$ cat src/rtl/iate_pkg.sv
package iate_pkg;

  // Fixed field widths of the request and result words.
  localparam int unsigned DATA_W = 32;
  localparam int unsigned POS_W = 6;
  localparam int unsigned COUNT_W = 7;
  localparam int unsigned FUNC_W = 3;

  // Default table depth and the capacity register's reset value.
  localparam int unsigned MAX_ENTRIES_DEF = 64;
  localparam logic [COUNT_W-1:0] CAPACITY_RESET = 7'd10;

  // Request codes.
  typedef enum logic [FUNC_W-1:0] {
    FUNC_INSERT = 3'd0,
    FUNC_DELETE = 3'd1,
    FUNC_SEARCH = 3'd2,
    FUNC_GET    = 3'd3,
    FUNC_SET    = 3'd4,
    FUNC_SUM    = 3'd5
  } func_e;

  // Result status codes.
  typedef enum logic [1:0] {
    ST_OK        = 2'd0,
    ST_BAD_INDEX = 2'd1,
    ST_FULL      = 2'd2,
    ST_NOT_FOUND = 2'd3
  } status_e;

  // Access to the entry memory: one write and one read address per cycle.
  typedef struct packed {
    logic               we;
    logic [COUNT_W-1:0] waddr;
    logic [DATA_W-1:0]  wdata;
    logic [COUNT_W-1:0] raddr;
  } mem_req_t;

  // One finished result word.
  typedef struct packed {
    status_e            status;
    logic [DATA_W-1:0]  value;
    logic [POS_W-1:0]   found;
    logic [COUNT_W-1:0] count;
  } result_t;

endpackage

$ cat src/rtl/iate_store.sv
module iate_store #(
  parameter int unsigned MAX_ENTRIES = iate_pkg::MAX_ENTRIES_DEF
) (
  input  logic                      clk_i,
  input  iate_pkg::mem_req_t        req_i,
  output logic [iate_pkg::DATA_W-1:0] rdata_o
);
  import iate_pkg::*;

  localparam int unsigned AW = (MAX_ENTRIES > 1) ? $clog2(MAX_ENTRIES) : 1;

  logic [DATA_W-1:0] mem [MAX_ENTRIES];
  logic [DATA_W-1:0] rdata_q;

  // Single write port and one registered read port.
  always_ff @(posedge clk_i) begin
    if (req_i.we) begin
      mem[AW'(req_i.waddr)] <= req_i.wdata;
    end
    rdata_q <= mem[AW'(req_i.raddr)];
  end

  assign rdata_o = rdata_q;

endmodule

$ cat src/rtl/iate_seq.sv
module iate_seq #(
  parameter int unsigned MAX_ENTRIES = iate_pkg::MAX_ENTRIES_DEF
) (
  input  logic                         clk_i,
  input  logic                         rst_ni,
  input  logic                         start_i,
  input  iate_pkg::func_e              func_i,
  input  logic [iate_pkg::POS_W-1:0]   pos_i,
  input  logic [iate_pkg::DATA_W-1:0]  val_i,
  input  logic [iate_pkg::COUNT_W-1:0] cap_i,
  output logic                         busy_o,
  output logic                         res_valid_o,
  input  logic                         res_ready_i,
  output iate_pkg::result_t            res_o,
  output iate_pkg::mem_req_t           mem_o,
  input  logic [iate_pkg::DATA_W-1:0]  rdata_i
);
  import iate_pkg::*;

  // The count register can never exceed the table depth or its own range.
  localparam int unsigned COUNT_MAX = (1 << COUNT_W) - 1;
  localparam int unsigned CAP_LIMIT = (MAX_ENTRIES > COUNT_MAX) ? COUNT_MAX : MAX_ENTRIES;
  localparam logic [COUNT_W-1:0] CAP_MAX = COUNT_W'(CAP_LIMIT);

  typedef enum logic [10:0] {
    S_IDLE      = 11'b000_0000_0001,
    S_WALK_UP   = 11'b000_0000_0010,
    S_WALK_DOWN = 11'b000_0000_0100,
    S_DRAIN     = 11'b000_0000_1000,
    S_PUT       = 11'b000_0001_0000,
    S_SWAP_A    = 11'b000_0010_0000,
    S_SWAP_B    = 11'b000_0100_0000,
    S_WRITE     = 11'b000_1000_0000,
    S_READ      = 11'b001_0000_0000,
    S_READ_WAIT = 11'b010_0000_0000,
    S_DONE      = 11'b100_0000_0000
  } state_e;

  state_e             state_q, state_d;
  func_e              op_q, op_d;
  logic [COUNT_W-1:0] pos_q, pos_d;
  logic [DATA_W-1:0]  val_q, val_d;
  logic [COUNT_W-1:0] ptr_q, ptr_d;
  logic [COUNT_W-1:0] prev_q, prev_d;
  logic               pend_q, pend_d;
  logic [COUNT_W-1:0] cnt_q, cnt_d;
  logic [DATA_W-1:0]  acc_q, acc_d;
  logic [POS_W-1:0]   found_q, found_d;
  status_e            status_q, status_d;

  logic [COUNT_W-1:0] pos_ext;
  logic [COUNT_W-1:0] cnt_last;
  logic               full;
  logic [DATA_W-1:0]  alu_sum;
  logic               alu_eq;
  logic               hit;

  assign pos_ext  = COUNT_W'(pos_i);
  assign cnt_last = cnt_q - 1'b1;
  assign full     = (cnt_q >= cap_i) || (cnt_q >= CAP_MAX);

  // Shared arithmetic unit: one adder for the running sum, one comparator for search.
  assign alu_sum = acc_q + rdata_i;
  assign alu_eq  = (rdata_i == val_q);
  assign hit     = pend_q && (op_q == FUNC_SEARCH) && alu_eq;

  always_comb begin
    state_d   = state_q;
    op_d      = op_q;
    pos_d     = pos_q;
    val_d     = val_q;
    ptr_d     = ptr_q;
    prev_d    = ptr_q;
    pend_d    = 1'b0;
    cnt_d     = cnt_q;
    acc_d     = acc_q;
    found_d   = found_q;
    status_d  = status_q;
    mem_o     = '0;
    mem_o.raddr = ptr_q;

    // Handle the word that the read issued last cycle brought back.
    if (pend_q) begin
      case (op_q)
        FUNC_INSERT: begin
          mem_o.we    = 1'b1;
          mem_o.waddr = prev_q + 1'b1;
          mem_o.wdata = rdata_i;
        end
        FUNC_DELETE: begin
          if (prev_q == pos_q) begin
            acc_d = rdata_i;
          end else begin
            mem_o.we    = 1'b1;
            mem_o.waddr = prev_q - 1'b1;
            mem_o.wdata = rdata_i;
          end
        end
        FUNC_SEARCH: begin
          if (prev_q == '0) begin
            acc_d = rdata_i;
          end
        end
        FUNC_SUM: begin
          acc_d = alu_sum;
        end
        default: begin
        end
      endcase
    end

    unique case (state_q)
      S_IDLE: begin
        if (start_i) begin
          op_d     = func_i;
          pos_d    = pos_ext;
          val_d    = val_i;
          acc_d    = '0;
          found_d  = '0;
          status_d = ST_OK;
          state_d  = S_DONE;
          case (func_i)
            FUNC_INSERT: begin
              if (pos_ext > cnt_q) begin
                status_d = ST_BAD_INDEX;
              end else if (full) begin
                status_d = ST_FULL;
              end else if (pos_ext == cnt_q) begin
                state_d = S_PUT;
              end else begin
                ptr_d   = cnt_last;
                state_d = S_WALK_DOWN;
              end
            end
            FUNC_DELETE: begin
              if (pos_ext >= cnt_q) begin
                status_d = ST_BAD_INDEX;
              end else begin
                ptr_d   = pos_ext;
                state_d = S_WALK_UP;
              end
            end
            FUNC_SEARCH: begin
              if (cnt_q == '0) begin
                status_d = ST_NOT_FOUND;
              end else begin
                ptr_d   = '0;
                state_d = S_WALK_UP;
              end
            end
            FUNC_GET: begin
              if (pos_ext >= cnt_q) begin
                status_d = ST_BAD_INDEX;
              end else begin
                state_d = S_READ;
              end
            end
            FUNC_SET: begin
              if (pos_ext >= cnt_q) begin
                status_d = ST_BAD_INDEX;
              end else begin
                state_d = S_WRITE;
              end
            end
            FUNC_SUM: begin
              if (cnt_q != '0) begin
                ptr_d   = '0;
                state_d = S_WALK_UP;
              end
            end
            default: begin
            end
          endcase
        end
      end

      // Forward walk for delete, search and sum: one read per cycle.
      S_WALK_UP: begin
        pend_d = 1'b1;
        if (hit) begin
          pend_d  = 1'b0;
          found_d = POS_W'(prev_q);
          state_d = S_SWAP_A;
        end else if (ptr_q == cnt_last) begin
          state_d = S_DRAIN;
        end else begin
          ptr_d = ptr_q + 1'b1;
        end
      end

      // Backward walk for insert: each entry moves up by one.
      S_WALK_DOWN: begin
        pend_d = 1'b1;
        if (ptr_q == pos_q) begin
          state_d = S_DRAIN;
        end else begin
          ptr_d = ptr_q - 1'b1;
        end
      end

      // The last read word is handled here; then finish per operation.
      S_DRAIN: begin
        state_d = S_DONE;
        case (op_q)
          FUNC_INSERT: state_d = S_PUT;
          FUNC_DELETE: cnt_d = cnt_q - 1'b1;
          FUNC_SEARCH: begin
            if (hit) begin
              found_d = POS_W'(prev_q);
              state_d = S_SWAP_A;
            end else begin
              status_d = ST_NOT_FOUND;
            end
          end
          default: begin
          end
        endcase
      end

      S_PUT: begin
        mem_o.we    = 1'b1;
        mem_o.waddr = pos_q;
        mem_o.wdata = val_q;
        cnt_d       = cnt_q + 1'b1;
        state_d     = S_DONE;
      end

      // Old entry 0 moves to the hit's place, then the key goes to entry 0.
      S_SWAP_A: begin
        mem_o.we    = 1'b1;
        mem_o.waddr = COUNT_W'(found_q);
        mem_o.wdata = acc_q;
        state_d     = S_SWAP_B;
      end

      S_SWAP_B: begin
        mem_o.we    = 1'b1;
        mem_o.waddr = '0;
        mem_o.wdata = val_q;
        state_d     = S_DONE;
      end

      S_WRITE: begin
        mem_o.we    = 1'b1;
        mem_o.waddr = pos_q;
        mem_o.wdata = val_q;
        state_d     = S_DONE;
      end

      S_READ: begin
        mem_o.raddr = pos_q;
        state_d     = S_READ_WAIT;
      end

      S_READ_WAIT: begin
        acc_d   = rdata_i;
        state_d = S_DONE;
      end

      S_DONE: begin
        if (res_ready_i) begin
          state_d = S_IDLE;
        end
      end

      default: begin
        state_d = S_IDLE;
      end
    endcase
  end

  // Control state.
  always_ff @(posedge clk_i or negedge rst_ni) begin
    if (!rst_ni) begin
      state_q <= S_IDLE;
      pend_q  <= 1'b0;
      cnt_q   <= '0;
    end else begin
      state_q <= state_d;
      pend_q  <= pend_d;
      cnt_q   <= cnt_d;
    end
  end

  // Working registers of the current request.
  always_ff @(posedge clk_i) begin
    op_q     <= op_d;
    pos_q    <= pos_d;
    val_q    <= val_d;
    ptr_q    <= ptr_d;
    prev_q   <= prev_d;
    acc_q    <= acc_d;
    found_q  <= found_d;
    status_q <= status_d;
  end

  assign busy_o       = (state_q != S_IDLE);
  assign res_valid_o  = (state_q == S_DONE);
  assign res_o.status = status_q;
  assign res_o.value  = (op_q == FUNC_SEARCH) ? '0 : acc_q;
  assign res_o.found  = found_q;
  assign res_o.count  = cnt_q;

endmodule

$ cat src/rtl/indexed_array_table_engine.sv
// Dense table of signed 32-bit entries with a running entry count.
// Request channel: in_valid_i / in_stall_o carry one word of func_i, position_i and
// operand_value_i (insert, delete, search, get, set, sum). Result channel:
// out_valid_o / out_stall_i carry status_o, result_value_o, found_position_o and
// entry_count_o, exactly one result word per request word.
// The block handles one request at a time and holds in_stall_o high until its
// result has moved into the output register. Insert walks down from the last entry
// to the position (no walk when appending at the end), delete walks up from the
// position, search walks up from entry 0 until a hit and then swaps it to entry 0,
// sum walks the whole table (no walk when empty); get, set and rejected requests
// need no walk. The walks are set by the entry memory's single registered read
// port, one entry per cycle, and by the shared add/compare unit. A full output
// register does not block acceptance of the next request; only the hand-over of a
// finished result waits while that register is full and out_stall_i is high. The
// capacity register sits at byte address 0 of the APB port; the user must write
// it only while the block is idle, which the block does not enforce. Reset empties
// the table (count zero) and sets capacity to 10; memory needs no clear or sweep.
module indexed_array_table_engine #(
  parameter int unsigned MAX_ENTRIES = iate_pkg::MAX_ENTRIES_DEF
) (
  input  logic                                clk_i,
  input  logic                                rst_ni,
  input  logic                                psel,
  input  logic                                penable,
  input  logic                                pwrite,
  input  logic [2:0]                          paddr,
  input  logic [31:0]                         pwdata,
  output logic [31:0]                         prdata,
  output logic                                pready,
  input  logic                                in_valid_i,
  output logic                                in_stall_o,
  input  logic [iate_pkg::FUNC_W-1:0]         func_i,
  input  logic [iate_pkg::POS_W-1:0]          position_i,
  input  logic signed [iate_pkg::DATA_W-1:0]  operand_value_i,
  output logic                                out_valid_o,
  input  logic                                out_stall_i,
  output logic [1:0]                          status_o,
  output logic signed [iate_pkg::DATA_W-1:0]  result_value_o,
  output logic [iate_pkg::POS_W-1:0]          found_position_o,
  output logic [iate_pkg::COUNT_W-1:0]        entry_count_o
);
  import iate_pkg::*;

  localparam logic REG_CAPACITY = 1'b0;

  logic [COUNT_W-1:0] cap_q, cap_d;
  logic               cfg_write;
  logic               busy;
  logic               res_valid;
  logic               res_ready;
  result_t            res;
  mem_req_t           mem_req;
  logic [DATA_W-1:0]  rdata;
  logic               out_valid_q, out_valid_d;
  result_t            out_q;

  // Configuration port: capacity register only.
  assign pready    = 1'b1;
  assign cfg_write = psel && penable && pwrite && pready && (paddr[2] == REG_CAPACITY);
  assign cap_d     = cfg_write ? pwdata[COUNT_W-1:0] : cap_q;
  assign prdata    = (paddr[2] == REG_CAPACITY) ? {{(32 - COUNT_W){1'b0}}, cap_q} : '0;

  always_ff @(posedge clk_i or negedge rst_ni) begin
    if (!rst_ni) begin
      cap_q <= CAPACITY_RESET;
    end else begin
      cap_q <= cap_d;
    end
  end

  // Sequencer and entry memory.
  iate_seq #(
    .MAX_ENTRIES(MAX_ENTRIES)
  ) u_seq (
    .clk_i      (clk_i),
    .rst_ni     (rst_ni),
    .start_i    (in_valid_i),
    .func_i     (func_e'(func_i)),
    .pos_i      (position_i),
    .val_i      ($unsigned(operand_value_i)),
    .cap_i      (cap_q),
    .busy_o     (busy),
    .res_valid_o(res_valid),
    .res_ready_i(res_ready),
    .res_o      (res),
    .mem_o      (mem_req),
    .rdata_i    (rdata)
  );

  iate_store #(
    .MAX_ENTRIES(MAX_ENTRIES)
  ) u_store (
    .clk_i  (clk_i),
    .req_i  (mem_req),
    .rdata_o(rdata)
  );

  assign in_stall_o = busy;

  // Output register: takes a result when empty or when its word leaves this cycle.
  assign res_ready = !out_valid_q || !out_stall_i;

  always_comb begin
    out_valid_d = out_valid_q;
    if (res_valid && res_ready) begin
      out_valid_d = 1'b1;
    end else if (!out_stall_i) begin
      out_valid_d = 1'b0;
    end
  end

  always_ff @(posedge clk_i or negedge rst_ni) begin
    if (!rst_ni) begin
      out_valid_q <= 1'b0;
    end else begin
      out_valid_q <= out_valid_d;
    end
  end

  always_ff @(posedge clk_i) begin
    if (res_valid && res_ready) begin
      out_q <= res;
    end
  end

  assign out_valid_o      = out_valid_q;
  assign status_o         = out_q.status;
  assign result_value_o   = $signed(out_q.value);
  assign found_position_o = out_q.found;
  assign entry_count_o    = out_q.count;

endmodule

$ cat config.mk
export PLATFORM = sky130hd
export DESIGN_NAME = indexed_array_table_engine
export DESIGN_NICKNAME = d
export VERILOG_FILES = /design/src/rtl/iate_pkg.sv /design/src/rtl/iate_store.sv /design/src/rtl/iate_seq.sv /design/src/rtl/indexed_array_table_engine.sv
export SDC_FILE = /design/constraint.sdc
export NUM_CORES = 2
export LEC_CHECK = 0
export BUFFER_PORTS_ARGS = -buffer_cell sky130_fd_sc_hd__buf_2
export CAP_MARGIN = 0
export CORE_ASPECT_RATIO = 1.25
export CORE_MARGIN = 2
export CORE_UTILIZATION = 45
export CTS_CLUSTER_DIAMETER = 100
export CTS_CLUSTER_SIZE = 12
export DETAILED_ROUTE_END_ITERATION = 8
export GPL_TIMING_DRIVEN = 0
export PLACE_DENSITY = 0.63
export SLEW_MARGIN = 15
export SYNTH_ARGS = -nofsm -noshare
export SYNTH_HDL_FRONTEND = slang
export SYNTH_SLANG_ARGS = --single-unit
$ cat constraint.sdc
create_clock -name clk_i -period 6 [get_ports clk_i]
set_input_delay 0.3 -clock clk_i [delete_from_list [all_inputs] [get_ports clk_i]]
set_output_delay 0.3 -clock clk_i [all_outputs]
set_load 0.02 [all_outputs]
==> impl_metrics.ini <==
[outcome]
outcome = finished with violations
violations = setup timing

[synth]
synth_flop_cell = edfxtp_1
synth_top_cell_by_area = edfxtp_1
synth_seq_cells = 2249
yosys.area_share.simple_pct = 8.83
synth-compound-area-share_pct = 10.2
ys_seq_area_share_pct = 74.0
synth.mux.area_fraction_pct = 3.10
yosysWarningCount = 0
async_flop_share_pct = 1.20
yosys.area_share.adder_pct = 0.794
netlist_instances = 6371
syn-cell-area_um2 = 90100
synth-xor-area-share_pct = 0.846
synth_edf_count = 2151
synth_top_family_by_area = compound AO/OA/AOI/OAI gates
ys_top_cells_by_area = edfxtp_1, nand2_1, a21oi_1
synth_cell_types = 80
synth.top_cell.area_share_pct = 71.7
syn_avg_cell_area_um2 = 14.1

[placed_design]
dp_cells = 9262
place_area_um2 = 98600
gp_congestion = 1.02
port_buffers = 111
preCtsSetupSlack_ps = -184
dp_hpwl_um = 271000

[floorplan]
io_pins = 165
core_um2 = 199000
fp.dieW_um = 404
die_h_um = 504
rows = 183
start_util_pct = 45.3
die-area_um2 = 204000

[setup_path]
worstSetupEndpointType = register
ff2ff_setup_slack_ps = -210
critPathLaunchType = register
path_class = reg2reg
crit_arrival_ps = 6940
critPathMaxFanout = 10
required_ps = 6740

[clocking]
cts_made_buffers = 205
clk_transition_reported_paths_ps = 70
cts_root_buf = clkbuf_16
cts_tree = done
clock_path_buffers = 3
clock_sinks = 2249
clk_latency_ps = 950
htreeDepth = 4

[global_route]
met1_usage_pct = 42.8
antenna_found_initial = 30
grt_pass1_vias = 60400
grt_pass1_wl_um = 517000
grtUsageMet2_pct = 56.7
grt_max_degree = 65
gr-total-overflow = 0
grt_use_total_pct = 37.7
met3_usage_pct = 13.4
grt_most_used_layer = met2

[sta]
fin_skew_ps = 72.8
max_freq_mhz = 161
setup_ws_ps = -208
period_minus_slack_ps = 6210
setup_viol = 4
worst_slew_pin_slew_ps = 1440
fin_crit_sh_pct = 103
grt_setup_unrepaired = false
drv_slew = 0
max-slew-margin-rel_pct = 4.03
hold_viol = 0
whs_ps = 13.8

[power]
power.density_nw_per_um2 = 363
irDropWorstVdd_uv = 390
leakagePower_nw = 37.5

[drt]
first_iter_violations = 11800
drt_first_pass_iters = 8
vias = 65100
via_per_inst = 6.78
drt.antenna.violating_nets = 0
drt_wl_total_um = 391000
routedWlPerCell_um = 40.7
drcViolationCount = 0

[cells_and_area]
area_growth_syn_to_layout_pct = 16.4
drive_above_1_share_pct = 13.0
stdcell_count = 9603
seqCellArea_um2 = 66700
multi_input_area_um2 = 22400
fin_area_um2 = 105000
num-nets-final = 7075
fillerInstances = 16200

[min_path]
min_path_type = in2reg

[flow_run]
cap_violations = 0
-- state kept, by name (all words and copies together), names as in the netlist, 11 cells and up --
signal,count
u_seq.val_q,32
u_store.mem,2048
result_value_o,32
u_seq.state_q,11
u_seq.acc_q,32
u_store.rdata_o,32
-- cells in the final DEF, fill, tap and decap left out, types with 23 or more instances in the layout --
cell type,n
edfxtp_1,2151
nand2_1,1204
a21oi_1,568
buf_2,277
mux2i_1,261
clkbuf_16,206
clkbuf_1,188
o21ai_0,163
nand3_1,157
a221oi_1,157
nor2_1,96
o221ai_1,79
buf_12,78
buf_16,74
a22oi_1,73
dfxtp_1,71
nor2_4,65
nor3_1,63
ha_1,54
dlygate4sd3_1,53
buf_4,52
nor4_1,51
xor2_1,49
a221o_1,45
o22ai_1,43
and2_1,41
xnor2_1,38
a31oi_1,36
a211oi_1,35
inv_1,34
buf_1,34
nand2_4,32
a2111oi_0,28
clkbuf_2,26
conb_1,26
o211ai_1,24
dfrtp_1,24
a32oi_1,23
-- logic make-up after synthesis --
kind of cell,after synthesis
flops,2249
simple gates,1853
compound gates,1399
buf+inv,448
mux,277
xor+xnor,87
fa+ha+maj,56
other cells,2
-- metrics by stage --
step                      setup TNS, ps  total power [mW]  utilization [%]
after floorplan                       0              21.6                -
after global placement         -3889660              25.6             47.2
after detailed placement           -333              25.7             49.5
after CTS                             0              37.4             52.6
after global routing                  0              38.5             52.7
final                              -433              38.1             52.7
-- power by group --
group / internal, mW / leakage (nW) / switching (mW)
clock: 6.20 / 2.72 / 5.82
combinational: 1.79 / 10.5 / 6.28
sequential: 17.5 / 24.3 / 0.496
total: 25.5 / 37.5 / 12.6
-- critical path, cell delays in order, from the launching register on --
cell and delay [ps]:
dfrtp_1 440, or3_1 390, clkbuf_1 240, o41ai_2 530
nand2_1 210, nor2_2 610, clkbuf_1 870, clkbuf_1 900
a221oi_1 230, o211ai_1 260, o21ai_0 340, nor4_1 940
-- path summary, 6_finish.rpt --
| kind | start | to | depth (start not counted) |
|---|---|---|---|
| setup / recovery | u_seq.state_q[6]$_DFFE_PN0P_ | u_store.rdata_o[6]$_DFF_P_ | 11 |
| hold / removal | pwrite | cap_q[0]$_DFFE_PN0P_ | 3 |
| setup reg to reg | u_seq.state_q[6]$_DFFE_PN0P_ | u_store.rdata_o[6]$_DFF_P_ | 11 |
| hold reg to reg | u_seq.prev_d[2]$_DFFE_PP_ | u_seq.prev_q[2]$_DFF_P_ | 0 |
| max in group asynchronous | rst_ni | cap_q[5]$_DFFE_PN0P_ | 4 |
| min in group asynchronous | rst_ni | u_seq.cnt_q[6]$_DFFE_PN0P_ | 3 |
-- synth_stat cells (all sizes together) (47+ instances only) --
master and instances:
xor2 49, a2111oi 47, nor2 170, clkbuf 177, nand3 158, a221oi 158, dfxtp 71, buf 236
ha 54, a22oi 73, mux2i 263, nand2 1237, nor4 55, a21oi 570, nor3 63, o21ai 166
edfxtp 2151, o221ai 79
-- per-layer routing --
layer  up-vias  wire, um  part of all wire [%]
li1      25400         -                     -
met4        12     43000                    11
met3      1687     55400                    14
met2      5919    171000                    44
met1     32000    122000                    31
met5         -       122                 0.031
-- area by class of cell --
type	count	share of cell area, %
Sequential cell	2249	63.6
Multi-Input combinational cell	3698	21.4
Clock buffer	248	5.08
Timing Repair Buffer	337	4.62
Tap cell	2590	3.09
Buffer	410	1.84
Clock inverter	15	0.247
Inverter	35	0.125
Antenna cell	21	0.0501
-- what timing repair did --
item | in CTS | in global routing
setup buffers | 0 | 5
gates resized for setup | 0 | 19
setup endpoints to repair | 2 | 357
hold endpoints to repair | 107 | 0
hold buffers | 53 | 0
pin swaps | 0 | 4
Power figures use the tool's default switching activity.
